**src/rtl/core/lmsd_pkg.sv**
```systemverilog
package lmsd_pkg;

  localparam int PANEL_COLUMNS = 64;
  localparam int ROW_PAIRS     = 16;

  localparam int PANEL_ROWS  = 4 * ROW_PAIRS;
  localparam int BUF_SIZE    = PANEL_COLUMNS * PANEL_ROWS;
  localparam int MEM_DEPTH   = 2 * BUF_SIZE;
  localparam int SHIFT_CLKS  = 2 * PANEL_COLUMNS;

  localparam int COL_W   = $clog2(PANEL_COLUMNS);
  localparam int ROW_W   = $clog2(PANEL_ROWS);
  localparam int PAIR_W  = $clog2(ROW_PAIRS);
  localparam int ADDR_W  = $clog2(MEM_DEPTH);
  localparam int CLK_W   = $clog2(SHIFT_CLKS);
  localparam int COLOR_W = 3;
  localparam int RGB_W   = 2 * COLOR_W;

  localparam int QUEUE_DEPTH = 4;
  localparam int QPTR_W      = $clog2(QUEUE_DEPTH);
  localparam int QCNT_W      = $clog2(QUEUE_DEPTH + 1);

  localparam logic [1:0] CMD_WRITE = 2'd0;
  localparam logic [1:0] CMD_SWAP  = 2'd1;
  localparam logic [1:0] CMD_TICK  = 2'd2;

  typedef struct packed {
    logic [1:0] cmd;
    logic [5:0] pixel_x;
    logic [5:0] pixel_y;
    logic [2:0] pixel_color;
  } in_word_t;

  typedef struct packed {
    logic [3:0] row_address;
    logic [5:0] first_shift_rgb;
    logic [5:0] second_shift_rgb;
    logic       latch_now;
    logic       swapped;
  } out_word_t;

  typedef enum logic [1:0] {
    OP_WRITE,
    OP_SWAP,
    OP_TICK
  } op_t;

  typedef struct packed {
    op_t                op;
    logic [ROW_W-1:0]   row;
    logic [COL_W-1:0]   col;
    logic [COLOR_W-1:0] color;
  } qent_t;

  typedef struct packed {
    logic clear_done;
  } lmsd_status_t;

  typedef enum logic [1:0] {
    ST_CLEAR,
    ST_IDLE,
    ST_SCAN
  } back_state_t;

  function automatic logic [ADDR_W-1:0] pix_addr(input logic buf_sel,
                                                 input logic [ROW_W-1:0] row,
                                                 input logic [COL_W-1:0] col);
    return ADDR_W'(buf_sel) * ADDR_W'(BUF_SIZE)
         + ADDR_W'(row) * ADDR_W'(PANEL_COLUMNS)
         + ADDR_W'(col);
  endfunction

endpackage

```
**src/rtl/core/lmsd_cmd_queue.sv**
```systemverilog
module lmsd_cmd_queue (
  input  logic            clk,
  input  logic            rst_n,
  input  logic            push,
  input  lmsd_pkg::qent_t push_word,
  output logic            full,
  output logic            pop_valid,
  input  logic            pop,
  output lmsd_pkg::qent_t pop_word
);
  import lmsd_pkg::*;

  qent_t             ent_r [QUEUE_DEPTH];
  logic [QPTR_W-1:0] wr_ptr_r, wr_ptr_nxt;
  logic [QPTR_W-1:0] rd_ptr_r, rd_ptr_nxt;
  logic [QCNT_W-1:0] cnt_r, cnt_nxt;
  logic              do_push, do_pop;

  assign full      = (cnt_r == QCNT_W'(QUEUE_DEPTH));
  assign pop_valid = (cnt_r != '0);
  assign pop_word  = ent_r[rd_ptr_r];
  assign do_push   = push & ~full;
  assign do_pop    = pop & pop_valid;

  always_comb begin
    wr_ptr_nxt = wr_ptr_r;
    rd_ptr_nxt = rd_ptr_r;
    cnt_nxt    = cnt_r;
    if (do_push) begin
      wr_ptr_nxt = (wr_ptr_r == QPTR_W'(QUEUE_DEPTH - 1)) ? '0 : wr_ptr_r + 1'b1;
    end
    if (do_pop) begin
      rd_ptr_nxt = (rd_ptr_r == QPTR_W'(QUEUE_DEPTH - 1)) ? '0 : rd_ptr_r + 1'b1;
    end
    if (do_push && !do_pop) begin
      cnt_nxt = cnt_r + 1'b1;
    end else if (do_pop && !do_push) begin
      cnt_nxt = cnt_r - 1'b1;
    end
  end

  always_ff @(posedge clk) begin
    if (!rst_n) begin
      wr_ptr_r <= '0;
      rd_ptr_r <= '0;
      cnt_r    <= '0;
    end else begin
      wr_ptr_r <= wr_ptr_nxt;
      rd_ptr_r <= rd_ptr_nxt;
      cnt_r    <= cnt_nxt;
    end
  end

  always_ff @(posedge clk) begin
    if (do_push) begin
      ent_r[wr_ptr_r] <= push_word;
    end
  end

endmodule

```
**config.mk**
```make
export PLATFORM = sky130hd
export DESIGN_NAME = lmsd_cmd_queue
export DESIGN_NICKNAME = d
export VERILOG_FILES = /design/src/rtl/core/lmsd_pkg.sv /design/src/rtl/core/lmsd_cmd_queue.sv
export SDC_FILE = /design/constraint.sdc
export NUM_CORES = 1
export LEC_CHECK = 0
export BUFFER_PORTS_ARGS = -buffer_cell sky130_fd_sc_hd__buf_2
export CAP_MARGIN = 20
export CORE_UTILIZATION = 56
export CTS_CLUSTER_DIAMETER = 100
export DETAILED_ROUTE_END_ITERATION = 8
export PLACE_DENSITY_LB_ADDON = 0.12
export REMOVE_ABC_BUFFERS = 1
export SLEW_MARGIN = 20
export SYNTH_ARGS = -nofsm -noshare
export SYNTH_HDL_FRONTEND = slang
export SYNTH_SLANG_ARGS = --single-unit
```
**constraint.sdc**
```tcl
create_clock -name clk -period 2.8 [get_ports clk]
set_input_delay 0.14 -clock clk [delete_from_list [all_inputs] [get_ports clk]]
set_output_delay 0.14 -clock clk [all_outputs]
set_load 0.05 [all_outputs]
```
==> results of run 1 <==
==> flip-flops by register name (all words and copies together), names as in the netlist, named ones only <==
name and flops:
wr_ptr_r 2, cnt_r 3, rd_ptr_r 2, ent_r 68
==> cells by family (layout without fill, tap and decap cells) <==
family,after synthesis,count (layout)
xor+xnor,2,2
flops,77,77
compound gates,5,5
mux,20,20
fa+ha+maj,7,7
buf+inv,9,72
simple gates,20,20
==> power groups by stage <==
stage / registers, mW / clock network (mW) / logic, mW
CTS: 1.51 / 0.766 / 1.07
global route: 1.52 / 0.817 / 1.13
finish: 1.50 / 0.743 / 1.06
detailed placement: 1.53 / 0 / 1.06
global placement: 1.51 / 0 / 1.04
floorplan: 1.52 / 0 / 0.812
==> layer usage <==
metal,vias up,routed length (µm)
met5,-,0
met4,0,70
met3,6,166
met2,31,2420
met1,727,1870
li1,680,-
==> worst max path at each step <==
stage,from,to,cells after the start
floorplan,cnt_r[1],cnt_r[2],8
global placement,cnt_r[0],cnt_r[2],8
detailed placement,cnt_r[0],cnt_r[2],8
CTS,cnt_r[0],cnt_r[2],8
global route,cnt_r[0],cnt_r[2],8
finish,cnt_r[0],cnt_r[2],8
==> through the flow <==
step / util (%) / area, µm² / worst slack (ns) / cells / power [mW]
after floorplan: - / 2920 / 0.400 / 134 / 2.33
after global placement: 63.5 / 3240 / 0.594 / 248 / 2.55
after detailed placement: 63.5 / 3240 / 0.445 / 248 / 2.59
after CTS: 68.5 / 3500 / 0.413 / 271 / 3.34
after global routing: 68.9 / 3520 / 0.205 / 273 / 3.47
final: 68.9 / 3520 / 0.420 / 273 / 3.30
==> area by class of cell <==
cell class,instances,area (µm²)
Fill cell,352,1590
Tap cell,70,87.6
Timing Repair Buffer,54,333
Sequential cell,77,2220
Inverter,3,11.3
Clock buffer,12,135
Multi-Input combinational cell,54,691
Clock inverter,3,37.5
==> cell usage in the layout, fill, tap and decap left out <==
master / n
sky130_fd_sc_hd__inv_1: 3
sky130_fd_sc_hd__clkinv_1: 2
sky130_fd_sc_hd__fa_1: 1
sky130_fd_sc_hd__dfxtp_1: 9
sky130_fd_sc_hd__nand2_1: 6
sky130_fd_sc_hd__bufinv_16: 1
sky130_fd_sc_hd__buf_4: 5
sky130_fd_sc_hd__ha_1: 6
sky130_fd_sc_hd__or3_1: 2
sky130_fd_sc_hd__and2_1: 5
sky130_fd_sc_hd__a21boi_0: 1
sky130_fd_sc_hd__buf_2: 39
sky130_fd_sc_hd__clkbuf_1: 3
sky130_fd_sc_hd__mux4_1: 7
sky130_fd_sc_hd__edfxtp_1: 68
sky130_fd_sc_hd__mux2i_1: 3
sky130_fd_sc_hd__xnor2_1: 1
sky130_fd_sc_hd__o21ai_0: 3
sky130_fd_sc_hd__nor2_1: 2
sky130_fd_sc_hd__nor2b_1: 2
sky130_fd_sc_hd__nand3_1: 2
sky130_fd_sc_hd__mux4_2: 10
sky130_fd_sc_hd__o31ai_1: 1
sky130_fd_sc_hd__dlygate4sd3_1: 10
sky130_fd_sc_hd__clkbuf_8: 9
sky130_fd_sc_hd__nor3b_2: 1
sky130_fd_sc_hd__xor2_1: 1
==> critical path, stage by stage, from the launching register on <==
cell	delay (ns)
sky130_fd_sc_hd__dfxtp_1	0.44
sky130_fd_sc_hd__nor3b_2	0.08
sky130_fd_sc_hd__nor2b_1	0.42
sky130_fd_sc_hd__ha_1	0.28
sky130_fd_sc_hd__inv_1	0.06
sky130_fd_sc_hd__fa_1	0.38
sky130_fd_sc_hd__xor2_1	0.18
sky130_fd_sc_hd__or3_1	0.31
sky130_fd_sc_hd__a21boi_0	0.15
==> reports/qor_table.md, run 1 <==
| Result | Reported |
| --- | --- |
| Vias per cell | 5.29 |
| Cell count of the worst reg-to-reg path | 8 |
| Dominant cell type by area after synthesis | sky130_fd_sc_hd__edfxtp_1 |
| Worst hold-check slack | 0.0249 ns |
| Xor-xnor portion of the synthesized cell area | 0.589% |
| Post-synth top flop | sky130_fd_sc_hd__edfxtp_1 |
| Combinational Power Share | 32.0% |
| Internal power component | 2.17 mW |
| Final hold vios | 0 |
| Flip-flop and latch count after synthesis | 77 |
| Top-count cell post-synth | sky130_fd_sc_hd__edfxtp_1 |
| Worst slew pin tran | 0.766 ns |
| Vertical extent of the die | 74.9 µm |
| Leakage power total | 1.26 nW |
| Part of the Yosys area used for sequential elements | 74.7% |
| Setup slack of the worst register-to-register path | 0.42 ns |
| Pin count of the biggest net entering global routing | 18 |
| Number of buffers added to fix hold violations after cts | 8 |
| Switch Pwr | 1.14 mW |
| Proportion of synthesized area in mux cells | 14.8% |
| Final Net Count | 227 |
| Minimum period implied by the final worst setup slack | 2.38 ns |
| Detailed-routing iteration count for the pre-antenna-repair pass | 4 |
| Maximum buffer depth of the clock tree | 2 |
| Max Cap Viol | 0 |
| Antenna Cells | 0 |
| CTS HTree Levels | 3 |
| Aggregate routed wire length | 4520 µm |
| # port buffers | 39 |
| Number of max-slew violations in the final report | 0 |
| Clk sink count | 77 |
| Kind of critical path | flip-flop to flip-flop |
| Number of synthesized flops with an enable pin | 68 |
| Crit path DAT | 2.65 ns |
| Result of the run | finished, final reports clean |
| Hold path depth | 1 |
| Slew Limit Headroom | 48.8% |
| Proportion of power drawn by flip-flops and latches | 45.4% |
| Upper clock frequency limit | 0.420 GHz |
| Final period utilization | 85.0% |
| Reg-to-reg endpoint | cnt_r[2] |
| Global-route total usage across every layer | 19.0% |
| Layout cells sized above 1 | 32.0% |
| Cell area after synthesis | 2970 µm² |
| Number of global-route vias before repair | 1,453 |
| Number of gates resized after cts | 0 |
| Fraction of registers with async set/reset | 0% |
| Routing usage on met2 | 30.9% |
| Post-Route Skew | 0.00706 ns |
| Fraction of synthesized cell area taken by the top area cell type | 68.7% |
| Avg Cell Area, Syn | 21.2 µm² |
| Remaining routing DRC violations | 0 |
| Commonest cells post-synth | 68 x sky130_fd_sc_hd__edfxtp_1, 10 x sky130_fd_sc_hd__mux4_2, 9 x sky130_fd_sc_hd__dfxtp_1, 7 x sky130_fd_sc_hd__mux4_1 |
| Total negative setup slack | 0 ns |
| Busiest layer in global routing | met2 |
| Power density over the cells | 939 nW/µm² |
| Core Footprint | 5110 µm² |
| Share of total power in the clock network | 22.5% |
| Yosys cell types | 24 |
| Type of origin of the critical path | flip-flop |
| Largest family of logic cells by synthesized area | multiplexers |
| Inserted Clock Buffers | 9 |
| Row cnt | 26 |
| HP Class | primary input to flip-flop |
| Adder and majority gate portion of the synthesized area | 3.20% |
| Number of setup buffers added after CTS | 0 |
| Die span in x | 74.9 µm |
| Area fraction in compound gates after synthesis | 1.01% |
| Worst flop-to-flop path startpoint | cnt_r[0] |
| RSZ-0062 raised after global routing | no |
| Via count | 1,444 |
| Initial Utilization | 58.2% |
| Global placement routability congestion | 0.652 |
| Synthesized netlist cell count | 140 |
| Clock slew at the register clock pins of the worst setup and hold paths | 0.07 ns |
| Total Die Area | 5610 µm² |
| Worst skew pair latency | 0.34 ns |
| DR iter-0 viols | 80 |
| # IOs | 40 |
| Congestion Overflow GR | 0 |
| M1 GR Usage | 21.7% |
| Hold worst-path end | ent_r[3][7] |
| Antenna violations before repair | 0 |
| Post-DRT Antenna Nets | 0 |
| Cell types occupying the most area after synthesis | sky130_fd_sc_hd__edfxtp_1 69%, sky130_fd_sc_hd__mux4_2 7.6%, sky130_fd_sc_hd__mux4_1 6.2% |
| Critical path required time | 3.07 ns |
| Count of final setup violators | 0 |
| Min-Delay Startpoint | push_word[7] |
| Clock root cell | sky130_fd_sc_hd__clkbuf_8 |
| Post-detailed-route wirelength per cell | 16.6 µm |
| Layout Area Growth over Synthesis | 18.3% |
| Sort of element at the end of the critical path | flip-flop |
| Worst vdd rail ir drop | 0.000578 V |
| Area fraction in and, or, nand and nor cells after synthesis | 3.66% |
| Maximum fanout along the worst path | 7 |
| Switching Share | 34.4% |
| Hpwl dp | 2850 µm |
| GR Layer Usage met3 | 8.03% |
| First-pass GRT wire length | 6930 µm |
| TritonCTS clock tree | yes |
| YS warnings | 0 |
Note: power is estimated with default switching activity, not from simulation.
==> inputs of run 2 (changes only) <==
--- a/config.mk
+++ b/config.mk
@@ -5,9 +5,10 @@
 export SDC_FILE = /design/constraint.sdc
 export NUM_CORES = 1
 export LEC_CHECK = 0
+export ABC_AREA = 1
 export BUFFER_PORTS_ARGS = -buffer_cell sky130_fd_sc_hd__buf_2
 export CAP_MARGIN = 20
-export CORE_UTILIZATION = 56
+export CORE_UTILIZATION = 57
 export CTS_CLUSTER_DIAMETER = 100
 export DETAILED_ROUTE_END_ITERATION = 8
 export PLACE_DENSITY_LB_ADDON = 0.12
==> constraint.sdc (replaced) <==
create_clock -name clk -period 2.3 [get_ports clk]
set_input_delay 0.115 -clock clk [delete_from_list [all_inputs] [get_ports clk]]
set_output_delay 0.115 -clock clk [all_outputs]
set_load 0.05 [all_outputs]
==> reports/qor_table.md, run 2 <==
| Result | Reported |
| --- | --- |
| Vertical extent of the die | 75.5 µm |
| Top-count cell post-synth | sky130_fd_sc_hd__edfxtp_1 |
| Final Net Count | 332 |
| Post-layout total power | 4.40 mW |
| Post-synth top flop | sky130_fd_sc_hd__edfxtp_1 |
| Commonest cells post-synth | 68 x sky130_fd_sc_hd__edfxtp_1, 51 x sky130_fd_sc_hd__nor2_1, 17 x sky130_fd_sc_hd__o22ai_1, 16 x sky130_fd_sc_hd__inv_1, 14 x sky130_fd_sc_hd__o21ai_0 |
| Worst hold-check slack | 0.0630 ns |
| Maximum buffer depth of the clock tree | 2 |
| Slew Limit Headroom | 66.6% |
| Final hold vios | 0 |
| Die span in x | 75.5 µm |
| Maximum fanout along the worst path | 18 |
| Inserted Clock Buffers | 9 |
| Row cnt | 26 |
| Remaining routing DRC violations | 0 |
| Number of synthesized flops with an enable pin | 68 |
| Final period utilization | 85.0% |
| Yosys cell types | 21 |
| Pin count of the biggest net entering global routing | 35 |
| Fraction of registers with async set/reset | 0% |
| Hpwl dp | 3290 µm |
| # port buffers | 39 |
| Total Die Area | 5700 µm² |
| Congestion Overflow GR | 0 |
| Result of the run | finished, final reports clean |
| # IOs | 40 |
| Total negative setup slack | 0 ns |
| Global-route total usage across every layer | 20.9% |
| YS warnings | 0 |
| Synthesized netlist cell count | 235 |
| Vias per cell | 5.10 |
| Clock slew at the register clock pins of the worst setup and hold paths | 0.07 ns |
| Type of origin of the critical path | flip-flop |
| CTS HTree Levels | 3 |
| Number of setup buffers added after CTS | 0 |
| Clock root cell | sky130_fd_sc_hd__clkbuf_8 |
| Most frequent standard cell in the layout excluding fill and tap cells | sky130_fd_sc_hd__edfxtp_1 |
| Max Cap Viol | 0 |
| Clk sink count | 77 |
| Kind of critical path | flip-flop to output pin |
| HP Class | primary input to flip-flop |
| Post-DRT Antenna Nets | 0 |
| Number of max-slew violations in the final report | 0 |
| Area of all sequential standard cells | 2220 µm² |
| Cell Count Post-Placement | 346 |
| Avg Cell Area, Syn | 13.1 µm² |
| Worst skew pair latency | 0.33 ns |
| Layout Area Growth over Synthesis | 19.2% |
| Power density over the cells | 1200 nW/µm² |
| Detailed-routing iteration count for the pre-antenna-repair pass | 4 |
| First-pass GRT wire length | 8110 µm |
| Total area of multi-input combinational cells | 701 µm² |
| Antenna violations before repair | 0 |
| Antenna Cells | 0 |
| Aggregate routed wire length | 5400 µm |
| Registers with the most flip-flops | ent_r (68), cnt_r (3) |
| Worst vdd rail ir drop | 0.000946 V |
| Core occupancy in the finished layout | 71.4% |
| Layout cells sized above 1 | 24.1% |
| Final std cells w/o fill | 377 |
| Worst slew pin tran | 0.500 ns |
| Top reg by flops | ent_r |
| Max FFs per register | 68 |
| Cell area after synthesis | 3080 µm² |
| TritonCTS clock tree | yes |
| Minimum period implied by the final worst setup slack | 1.96 ns |
| Initial Utilization | 59.9% |
| Cell types occupying the most area after synthesis | sky130_fd_sc_hd__edfxtp_1 66%, sky130_fd_sc_hd__nor2_1 6.2%, sky130_fd_sc_hd__dfxtp_1 5.8% |
| Leakage power total | 1.42 nW |
| Most frequent cells in the layout | 68 x sky130_fd_sc_hd__edfxtp_1, 51 x sky130_fd_sc_hd__nor2_1, 39 x sky130_fd_sc_hd__buf_2 |
| Part of the Yosys area used for sequential elements | 72.1% |
| Via count | 1,923 |
| Fraction of synthesized cell area taken by the top area cell type | 66.3% |
| Upper clock frequency limit | 0.511 GHz |
| RSZ-0062 raised after global routing | no |
| Number of global-route vias before repair | 1,755 |
| Dominant cell type by area after synthesis | sky130_fd_sc_hd__edfxtp_1 |
| Core Footprint | 5140 µm² |
| DR iter-0 viols | 106 |
| Post-detailed-route wirelength per cell | 14.3 µm |
| Count of final setup violators | 0 |
| Crit path DAT | 1.84 ns |
| Post-Route Skew | 0.00967 ns |
| Number of fill cells | 395 |
| Sort of element at the end of the critical path | output pin |
| Critical path required time | 2.18 ns |
| Global placement routability congestion | 0.712 |
| Flip-flop and latch count after synthesis | 77 |
==> run 2: cell families after synthesis <==
family          after synthesis  synth area share [%]
buf+inv                      27                  5.12
flops                        77                  72.1
compound gates               55                  10.8
fa+ha+maj                     7                  3.09
simple gates                 69                  8.81
==> run 2: worst paths after layout <==
check                end  slack [ns]       from  cells past startpoint
max          pop_word[7]        0.34  flip-flop                      4
min          wr_ptr_r[0]        0.06      rst_n                      3
max reg2reg     cnt_r[1]        0.43   cnt_r[1]                      9
min reg2reg     cnt_r[0]        0.51   cnt_r[0]                      2
==> run 2: critical path: stages, from the launching register on <==
cell,delay (ns)
sky130_fd_sc_hd__dfxtp_1,0.60
sky130_fd_sc_hd__buf_4,0.31
sky130_fd_sc_hd__o21ai_0,0.12
sky130_fd_sc_hd__o22ai_1,0.18
sky130_fd_sc_hd__buf_2,0.29
==> run 2: layer usage <==
metal	track usage (%)	wire length [µm]	vias to the layer above
li1	-	-	973
met1	25.7	2450	905
met2	34.5	2700	40
met3	7.54	197	5
met4	7.41	44	0
met5	0	0	-
==> run 2: repair_timing <==
| action | CTS | global route |
|---|---|---|
| setup endpoints to repair | 0 | 0 |
| hold buffers | 16 | 1 |
| endpoints found under the hold margin | 64 | 4 |
| gates resized for setup | 0 | 0 |
==> run 2: layout make-up <==
| cell class | count | area share, % |
|---|---|---|
| clock inverter | 5 | 0.545 |
| sequential | 77 | 60.5 |
| timing repair buffer | 67 | 12.2 |
| tap | 70 | 2.39 |
| multi-input combinational | 131 | 19.1 |
| clock buffer | 9 | 3.37 |
| inverter | 18 | 1.91 |
==> run 2: per-stage QoR <==
stage,area [µm²],setup WS (ns)
4_1_cts,3660,0.339
3_5_place_dp,3360,0.450
6_report,3670,0.345
5_1_grt,3670,0.239
3_3_place_gp,3360,0.518
2_1_floorplan,2990,0.327
==> run 2: where the power goes <==
group	internal (mW)	switching, mW	leakage [nW]	total (mW)
sequential	1.72	0.106	0.698	1.82
clock	0.363	0.424	0.0749	0.786
combinational	0.470	1.32	0.643	1.79
